### src/rtl/core/fmdq_pkg.sv
`timescale 1ns / 1ps
// ----------------------------------------------------------------------------
// fmdq_pkg
// Command and status codes and fixed field widths for the dual-order queue.
// ----------------------------------------------------------------------------
package fmdq_pkg;

   localparam int NUM_BITS    = 32;
   localparam int CMD_BITS    = 2;
   localparam int STATUS_BITS = 2;

   localparam logic [CMD_BITS-1:0] CMD_ARRIVE       = 2'd0;
   localparam logic [CMD_BITS-1:0] CMD_SERVE_OLDEST = 2'd1;
   localparam logic [CMD_BITS-1:0] CMD_SERVE_HIGH   = 2'd2;

   localparam logic [STATUS_BITS-1:0] ST_SERVED   = 2'd0;
   localparam logic [STATUS_BITS-1:0] ST_ACCEPTED = 2'd1;
   localparam logic [STATUS_BITS-1:0] ST_EMPTY    = 2'd2;
   localparam logic [STATUS_BITS-1:0] ST_REFUSED  = 2'd3;

endpackage

### src/rtl/core/fifo_and_max_dual_dequeue.sv
`timescale 1ns / 1ps
// Arrival and empty/unused commands: result registered in the cycle after accept, one item per cycle while not stalled.
// Serve oldest: result registered in the cycle after accept, then busy (S_COMPACT_RD, S_COMPACT_CHK)
//   to skip served entries, stopping when the queue runs empty.
// Serve highest: scan of the waiting window through the slot store, one slot per cycle, then S_PICK,
//   plus compaction if the oldest was taken.
// Reset clears control state only; the slot store is not cleared (entries are written on arrival).
// ----------------------------------------------------------------------------
// fifo_and_max_dual_dequeue
// Waiting queue with oldest-first and highest-value-first removal, using a
// slot store and a single read/compare path stepped by a small sequencer.
// ----------------------------------------------------------------------------
module fifo_and_max_dual_dequeue #(
   parameter int CAPACITY   = 64,
   parameter int VALUE_BITS = 20
) (
   input  logic                             clock,
   input  logic                             reset,
   input  logic                             req_valid,
   output logic                             req_stall,
   input  logic [fmdq_pkg::CMD_BITS-1:0]    req_cmd,
   input  logic [VALUE_BITS-1:0]            req_value,
   output logic                             rsp_valid,
   input  logic                             rsp_stall,
   output logic [fmdq_pkg::NUM_BITS-1:0]    rsp_entry_number,
   output logic [fmdq_pkg::STATUS_BITS-1:0] rsp_status
);
   import fmdq_pkg::*;

   localparam int SLOT_BITS = $clog2(CAPACITY);
   localparam int CNT_BITS  = $clog2(CAPACITY + 1);
   localparam logic [SLOT_BITS-1:0] LAST_SLOT  = SLOT_BITS'(CAPACITY - 1);
   localparam logic [CNT_BITS-1:0]  FULL_COUNT = CNT_BITS'(CAPACITY);

   typedef enum logic [2:0] {
      S_IDLE,
      S_SCAN,
      S_PICK,
      S_COMPACT_RD,
      S_COMPACT_CHK
   } state_type;

   state_type               state_ff, state_in;
   logic [NUM_BITS-1:0]     oldest_ff, oldest_in;
   logic [NUM_BITS-1:0]     next_ff, next_in;
   logic [SLOT_BITS-1:0]    oldest_slot_ff, oldest_slot_in;
   logic [SLOT_BITS-1:0]    next_slot_ff, next_slot_in;
   logic [CNT_BITS-1:0]     count_ff, count_in;
   logic [SLOT_BITS-1:0]    scan_slot_ff, scan_slot_in;
   logic [CNT_BITS-1:0]     scan_off_ff, scan_off_in;
   logic                    pend_ff, pend_in;
   logic [SLOT_BITS-1:0]    pend_off_ff, pend_off_in;
   logic [SLOT_BITS-1:0]    pend_slot_ff, pend_slot_in;
   logic                    best_found_ff, best_found_in;
   logic [VALUE_BITS-1:0]   best_val_ff, best_val_in;
   logic [SLOT_BITS-1:0]    best_off_ff, best_off_in;
   logic [SLOT_BITS-1:0]    best_slot_ff, best_slot_in;
   logic                    rsp_valid_ff, rsp_valid_in;
   logic [NUM_BITS-1:0]     rsp_num_ff, rsp_num_in;
   logic [STATUS_BITS-1:0]  rsp_status_ff, rsp_status_in;

   logic [VALUE_BITS-1:0]   value_mem [CAPACITY];
   logic                    served_mem [CAPACITY];
   logic [VALUE_BITS-1:0]   value_rd_ff;
   logic                    served_rd_ff;

   logic                    accept;
   logic                    rsp_free;
   logic                    issue;
   logic [SLOT_BITS-1:0]    rd_addr;
   logic                    wr_val_en;
   logic                    wr_srv_en;
   logic [SLOT_BITS-1:0]    wr_addr;
   logic                    wr_srv_bit;

   function automatic logic [SLOT_BITS-1:0] slot_inc(input logic [SLOT_BITS-1:0] s);
      return (s == LAST_SLOT) ? '0 : s + SLOT_BITS'(1);
   endfunction

   assign req_stall        = (state_ff != S_IDLE) || (rsp_valid_ff && rsp_stall);
   assign accept           = req_valid && !req_stall;
   assign rsp_free         = !rsp_valid_ff || !rsp_stall;
   assign issue            = (scan_off_ff != count_ff);
   assign rsp_valid        = rsp_valid_ff;
   assign rsp_entry_number = rsp_num_ff;
   assign rsp_status       = rsp_status_ff;

   always_comb begin
      state_in       = state_ff;
      oldest_in      = oldest_ff;
      next_in        = next_ff;
      oldest_slot_in = oldest_slot_ff;
      next_slot_in   = next_slot_ff;
      count_in       = count_ff;
      scan_slot_in   = scan_slot_ff;
      scan_off_in    = scan_off_ff;
      pend_in        = 1'b0;
      pend_off_in    = pend_off_ff;
      pend_slot_in   = pend_slot_ff;
      best_found_in  = best_found_ff;
      best_val_in    = best_val_ff;
      best_off_in    = best_off_ff;
      best_slot_in   = best_slot_ff;
      rsp_valid_in   = rsp_valid_ff && rsp_stall;
      rsp_num_in     = rsp_num_ff;
      rsp_status_in  = rsp_status_ff;
      rd_addr        = oldest_slot_ff;
      wr_val_en      = 1'b0;
      wr_srv_en      = 1'b0;
      wr_addr        = next_slot_ff;
      wr_srv_bit     = 1'b0;

      case (state_ff)
         S_IDLE: begin
            if (accept) begin
               rsp_valid_in  = 1'b1;
               rsp_num_in    = '0;
               rsp_status_in = ST_EMPTY;
               case (req_cmd)
                  CMD_ARRIVE: begin
                     if (next_ff == '0 || count_ff == FULL_COUNT) begin
                        rsp_status_in = ST_REFUSED;
                     end else begin
                        wr_val_en     = 1'b1;
                        wr_srv_en     = 1'b1;
                        next_in       = next_ff + NUM_BITS'(1);
                        next_slot_in  = slot_inc(next_slot_ff);
                        count_in      = count_ff + CNT_BITS'(1);
                        rsp_num_in    = next_ff;
                        rsp_status_in = ST_ACCEPTED;
                     end
                  end
                  CMD_SERVE_OLDEST: begin
                     if (count_ff != '0) begin
                        rsp_num_in     = oldest_ff;
                        rsp_status_in  = ST_SERVED;
                        oldest_in      = oldest_ff + NUM_BITS'(1);
                        oldest_slot_in = slot_inc(oldest_slot_ff);
                        count_in       = count_ff - CNT_BITS'(1);
                        state_in       = S_COMPACT_RD;
                     end
                  end
                  CMD_SERVE_HIGH: begin
                     if (count_ff != '0) begin
                        rsp_valid_in  = rsp_valid_ff && rsp_stall;
                        rsp_num_in    = rsp_num_ff;
                        rsp_status_in = rsp_status_ff;
                        scan_slot_in  = oldest_slot_ff;
                        scan_off_in   = '0;
                        best_found_in = 1'b0;
                        state_in      = S_SCAN;
                     end
                  end
                  default: begin
                  end
               endcase
            end
         end
         S_SCAN: begin
            rd_addr = scan_slot_ff;
            if (issue) begin
               pend_in      = 1'b1;
               pend_off_in  = scan_off_ff[SLOT_BITS-1:0];
               pend_slot_in = scan_slot_ff;
               scan_off_in  = scan_off_ff + CNT_BITS'(1);
               scan_slot_in = slot_inc(scan_slot_ff);
            end
            // strict compare keeps the earliest arrival on equal values
            if (pend_ff && !served_rd_ff &&
                (!best_found_ff || value_rd_ff > best_val_ff)) begin
               best_found_in = 1'b1;
               best_val_in   = value_rd_ff;
               best_off_in   = pend_off_ff;
               best_slot_in  = pend_slot_ff;
            end
            if (!issue && !pend_ff) begin
               state_in = S_PICK;
            end
         end
         S_PICK: begin
            if (rsp_free) begin
               rsp_valid_in  = 1'b1;
               rsp_num_in    = oldest_ff + NUM_BITS'(best_off_ff);
               rsp_status_in = ST_SERVED;
               if (best_off_ff == '0) begin
                  oldest_in      = oldest_ff + NUM_BITS'(1);
                  oldest_slot_in = slot_inc(oldest_slot_ff);
                  count_in       = count_ff - CNT_BITS'(1);
                  state_in       = S_COMPACT_RD;
               end else begin
                  wr_srv_en  = 1'b1;
                  wr_addr    = best_slot_ff;
                  wr_srv_bit = 1'b1;
                  state_in   = S_IDLE;
               end
            end
         end
         S_COMPACT_RD: begin
            state_in = (count_ff == '0) ? S_IDLE : S_COMPACT_CHK;
         end
         S_COMPACT_CHK: begin
            if (served_rd_ff) begin
               oldest_in      = oldest_ff + NUM_BITS'(1);
               oldest_slot_in = slot_inc(oldest_slot_ff);
               count_in       = count_ff - CNT_BITS'(1);
               state_in       = S_COMPACT_RD;
            end else begin
               state_in = S_IDLE;
            end
         end
         default: begin
            state_in = S_IDLE;
         end
      endcase
   end

   // slot store: one write and one registered read per cycle
   always_ff @(posedge clock) begin
      if (wr_val_en) begin
         value_mem[wr_addr] <= req_value;
      end
      if (wr_srv_en) begin
         served_mem[wr_addr] <= wr_srv_bit;
      end
      value_rd_ff  <= value_mem[rd_addr];
      served_rd_ff <= served_mem[rd_addr];
   end

   always_ff @(posedge clock) begin
      scan_slot_ff  <= scan_slot_in;
      pend_off_ff   <= pend_off_in;
      pend_slot_ff  <= pend_slot_in;
      best_val_ff   <= best_val_in;
      best_off_ff   <= best_off_in;
      best_slot_ff  <= best_slot_in;
      rsp_num_ff    <= rsp_num_in;
      rsp_status_ff <= rsp_status_in;
      if (reset) begin
         state_ff       <= S_IDLE;
         oldest_ff      <= NUM_BITS'(1);
         next_ff        <= NUM_BITS'(1);
         oldest_slot_ff <= '0;
         next_slot_ff   <= '0;
         count_ff       <= '0;
         scan_off_ff    <= '0;
         pend_ff        <= 1'b0;
         best_found_ff  <= 1'b0;
         rsp_valid_ff   <= 1'b0;
      end else begin
         state_ff       <= state_in;
         oldest_ff      <= oldest_in;
         next_ff        <= next_in;
         oldest_slot_ff <= oldest_slot_in;
         next_slot_ff   <= next_slot_in;
         count_ff       <= count_in;
         scan_off_ff    <= scan_off_in;
         pend_ff        <= pend_in;
         best_found_ff  <= best_found_in;
         rsp_valid_ff   <= rsp_valid_in;
      end
   end

endmodule
### config.mk
export PLATFORM = sky130hd
export DESIGN_NAME = fifo_and_max_dual_dequeue
export DESIGN_NICKNAME = d
export VERILOG_FILES = /design/src/rtl/core/fmdq_pkg.sv /design/src/rtl/core/fifo_and_max_dual_dequeue.sv
export SDC_FILE = /design/constraint.sdc
export NUM_CORES = 2
export LEC_CHECK = 0
export BUFFER_PORTS_ARGS = -buffer_cell sky130_fd_sc_hd__buf_4
export CAP_MARGIN = 20
export CELL_PAD_IN_SITES_DETAIL_PLACEMENT = 1
export CELL_PAD_IN_SITES_GLOBAL_PLACEMENT = 2
export CORE_ASPECT_RATIO = 2
export CORE_MARGIN = 3
export CORE_UTILIZATION = 37
export DETAILED_ROUTE_END_ITERATION = 8
export GPL_ROUTABILITY_DRIVEN = 0
export PLACE_DENSITY_LB_ADDON = 0.1
export SYNTH_ARGS = -nofsm -noshare
export SYNTH_HDL_FRONTEND = slang
export SYNTH_SLANG_ARGS = --single-unit
export TNS_END_PERCENT = 1
### constraint.sdc
create_clock -name clock -period 3.54 [get_ports clock]
set_input_delay 0.354 -clock clock [delete_from_list [all_inputs] [get_ports clock]]
set_output_delay 0.354 -clock clock [all_outputs]
set_load 0.05 [all_outputs]
==> results.txt <==
status - completed
post-synthesis async set-or-reset flop share - 0
worst clock skew - 0.05125 ns
wirelength, routed - 223600 um
Synth Net Count - 5028
Initial Util - 0.3736
leakage - 25.92 nW
CTS tree - built
Die Width - 298.1 um
clock power share - 0.356
Final ANT Viol Nets - 0
Vias/cell - 5.424
DRC - 0
RSZ-0062 raised after global routing - true
Root Buffer - clkbuf_16
Synth Register Bits - 1545
post-detail-place hpwl - 150300 um
final hold viol count - 0
CTS clk-pin slew, worst paths - 0.07 ns
vias after detailed routing - 41900
actual slew at the worst max-slew pin - 1.146 ns
gr ovfl total - 0
Post-Syn Area - 0.06313 mm2
worst vdd ir - 0.3775 mV
Worst setup EP type - flip-flop
Fillers - 17420
pin count of the biggest net entering global routing - 65
worst skew pair latency - 0.80 ns
post-synthesis sequential area ratio - 0.7164
Clock Path Buffers - 4
DR WL/cell - 28.95 um
Psw - 12.70 mW
die height - 590.2 um
H-tree depth - 4
Final Slew Violations - 0
clk sinks - 1545
Mapped Avg Cell Area - 12.71 um2
f_max - 284.1 MHz
CORE AREA - 0.1690 mm2
max-cap viol count - 0
Worst Slack Setup Final - 0.01951 ns
Worst Path Required - 4.21 ns
Setup TNS - 0 ns
power share of the combinational group - 0.173
most frequent cells in the layout - 1428 x edfxtp_1, 1171 x nand2_1, 550 x nand3_1, 366 x buf_4, 174 x nor2_1
Worst Path Arrival - 4.19 ns
PwrDens - 590.6 mW/mm2
DIE AREA - 0.1759 mm2
synthesized instance count - 4965
Final Setup Violations - 0
fin crit share - 0.9945
top_reg_cell synth - edfxtp_1
Internal - 31.74 mW
crit start category - flip-flop
EDFF count, synth - 1428
Yosys warnings - 0
Max transition margin - 0.2318
Yosys cell types - 68
Min Clock Period, post-route - 3.520 ns
row cnt - 213
P&R area growth vs syn - 19.19%
first-pass GRT wire length - 320200 um
Inserted Clock Buffers - 153
pre-CTS WS - -0.4196 ns
initial drt markers - 2558
I/O Buffers - 61
initial antenna violation count - 10
Worst Path Max Fanout - 11
io pins - 62
net switching share of the total power - 0.2857
Hold Crit Class - input pin to flip-flop
sequential power share - 0.471
vias in the first global route - 44590
WS Path Type - flip-flop to flip-flop
nets - 5380
commonest non-fill, non-tap cell in the layout - edfxtp_1
Pre-antenna DRT Iters - 5
GRT Total Usage - 0.2514
share of layout cells above drive strength 1 - 0.1508
-- power groups by stage --
stage                     Combinational, mW  Clock [mW]  Sequential (mW)
after global placement                 7.66           0             21.3
final                                  7.67        15.8             20.9
after floorplan                        3.40           0             21.8
after detailed placement               7.73           0             21.3
after CTS                              7.78        16.3             20.9
after global routing                   8.24        16.9             21.0
-- registers in the layout (all words and copies together) (netlist names), 20 cells and up --
signal / flops
rsp_entry_number: 32
oldest_ff: 32
value_mem: 1280
best_val_ff: 20
value_rd_ff: 20
served_mem: 64
next_ff: 32
-- cells by family (layout without fill, tap and decap cells) --
| group | Yosys count | after routing | share of synthesized area |
|---|---|---|---|
| and+or+nand+nor | 2241 | 2241 | 0.1561 |
| DFF | 1545 | 1545 | 0.7164 |
| AOI/OAI and AO/OA | 503 | 503 | 0.05595 |
| buffers and inverters | 397 | 855 | 0.02731 |
| muxes | 157 | 157 | 0.02505 |
| xor gates and xnor gates | 85 | 85 | 0.01179 |
| adders and majority gates | 37 | 37 | 0.007452 |
| other | 0 | 44 | 0 |
-- final cells by class --
type,instances,area (um2),area share
Antenna cell,44,110.1,0.001463
Clock buffer,190,4051,0.05385
Clock inverter,71,596.8,0.007932
Inverter,84,315.3,0.004191
Multi-Input combinational cell,3023,16580,0.2204
Sequential cell,1545,45220,0.6011
Tap cell,2257,2824,0.03753
Timing Repair Buffer,510,5537,0.07358
-- Yosys cell counts, drive strengths merged (24+ instances only) --
| master | n | area share |
|---|---|---|
| edfxtp | 1428 | 0.68 |
| nand2 | 1171 | 0.070 |
| nand3 | 550 | 0.044 |
| nor2 | 243 | 0.014 |
| clkbuf | 179 | 0.011 |
| mux2i | 152 | 0.024 |
| buf | 134 | 0.012 |
| dfxtp | 117 | 0.037 |
| a21oi | 88 | 0.0070 |
| inv | 84 | 0.0050 |
| a211oi | 83 | 0.010 |
| a31oi | 68 | 0.0067 |
| nand4 | 65 | 0.0064 |
| a32oi | 61 | 0.0085 |
| a311oi | 60 | 0.0083 |
| o21ai | 55 | 0.0044 |
| xor2 | 53 | 0.0074 |
| and3 | 36 | 0.0036 |
| ha | 36 | 0.0071 |
| nor3 | 32 | 0.0025 |
| xnor2 | 32 | 0.0044 |
| or4 | 25 | 0.0030 |
| or3 | 24 | 0.0024 |
-- final timing paths --
check	from	end	slack, ns	cells past startpoint
max	state_ff[0]	value_rd_ff[17]	0.02	11
max reg2reg	state_ff[0]	value_rd_ff[17]	0.02	11
min reg2reg	pend_slot_ff[4]	best_slot_ff[4]	0.42	0
min	req_value[0]	value_mem[41][0]	0.09	1
-- routing by layer --
metal / GRT usage / routed length [um]
met5: 0 / 12
met1: 0.2632 / 79040
met4: 0.1386 / 14260
met2: 0.4903 / 124400
met3: 0.02050 / 5890
-- critical path, stage by stage, from the launching register on --
cell and delay [ns]:
dfxtp_1 0.33, buf_4 0.17, nor3b_4 0.27, buf_4 0.24, buf_4 0.17, nor3_1 0.06
o211ai_1 0.71, a311oi_1 0.21, a31oi_2 0.39, nand4_1 0.14, buf_4 0.19, or4_1 0.53
-- timing repair --
action	4_1_cts	5_1_grt
endpoints found under the setup margin	8	15
hold endpoints to repair	2	0
buffers inserted	0	7
pin swaps	4	3
hold buffers	3	0
gates resized for setup	16	6
-- stage by stage --
step,std cells,cell area (um2),util,hold slack (ns),power (mW)
floorplan,4965,63170,-,0.4003,25.24
global placement,7405,70220,0.4156,0.4009,28.98
detailed placement,7408,70260,0.4158,0.4052,29.06
CTS,7672,75030,0.4440,0.06426,44.97
global route,7721,75230,0.4453,0.07319,46.09
finish,7724,75240,0.4453,0.08519,44.44
Power figures use the tool's default switching activity.
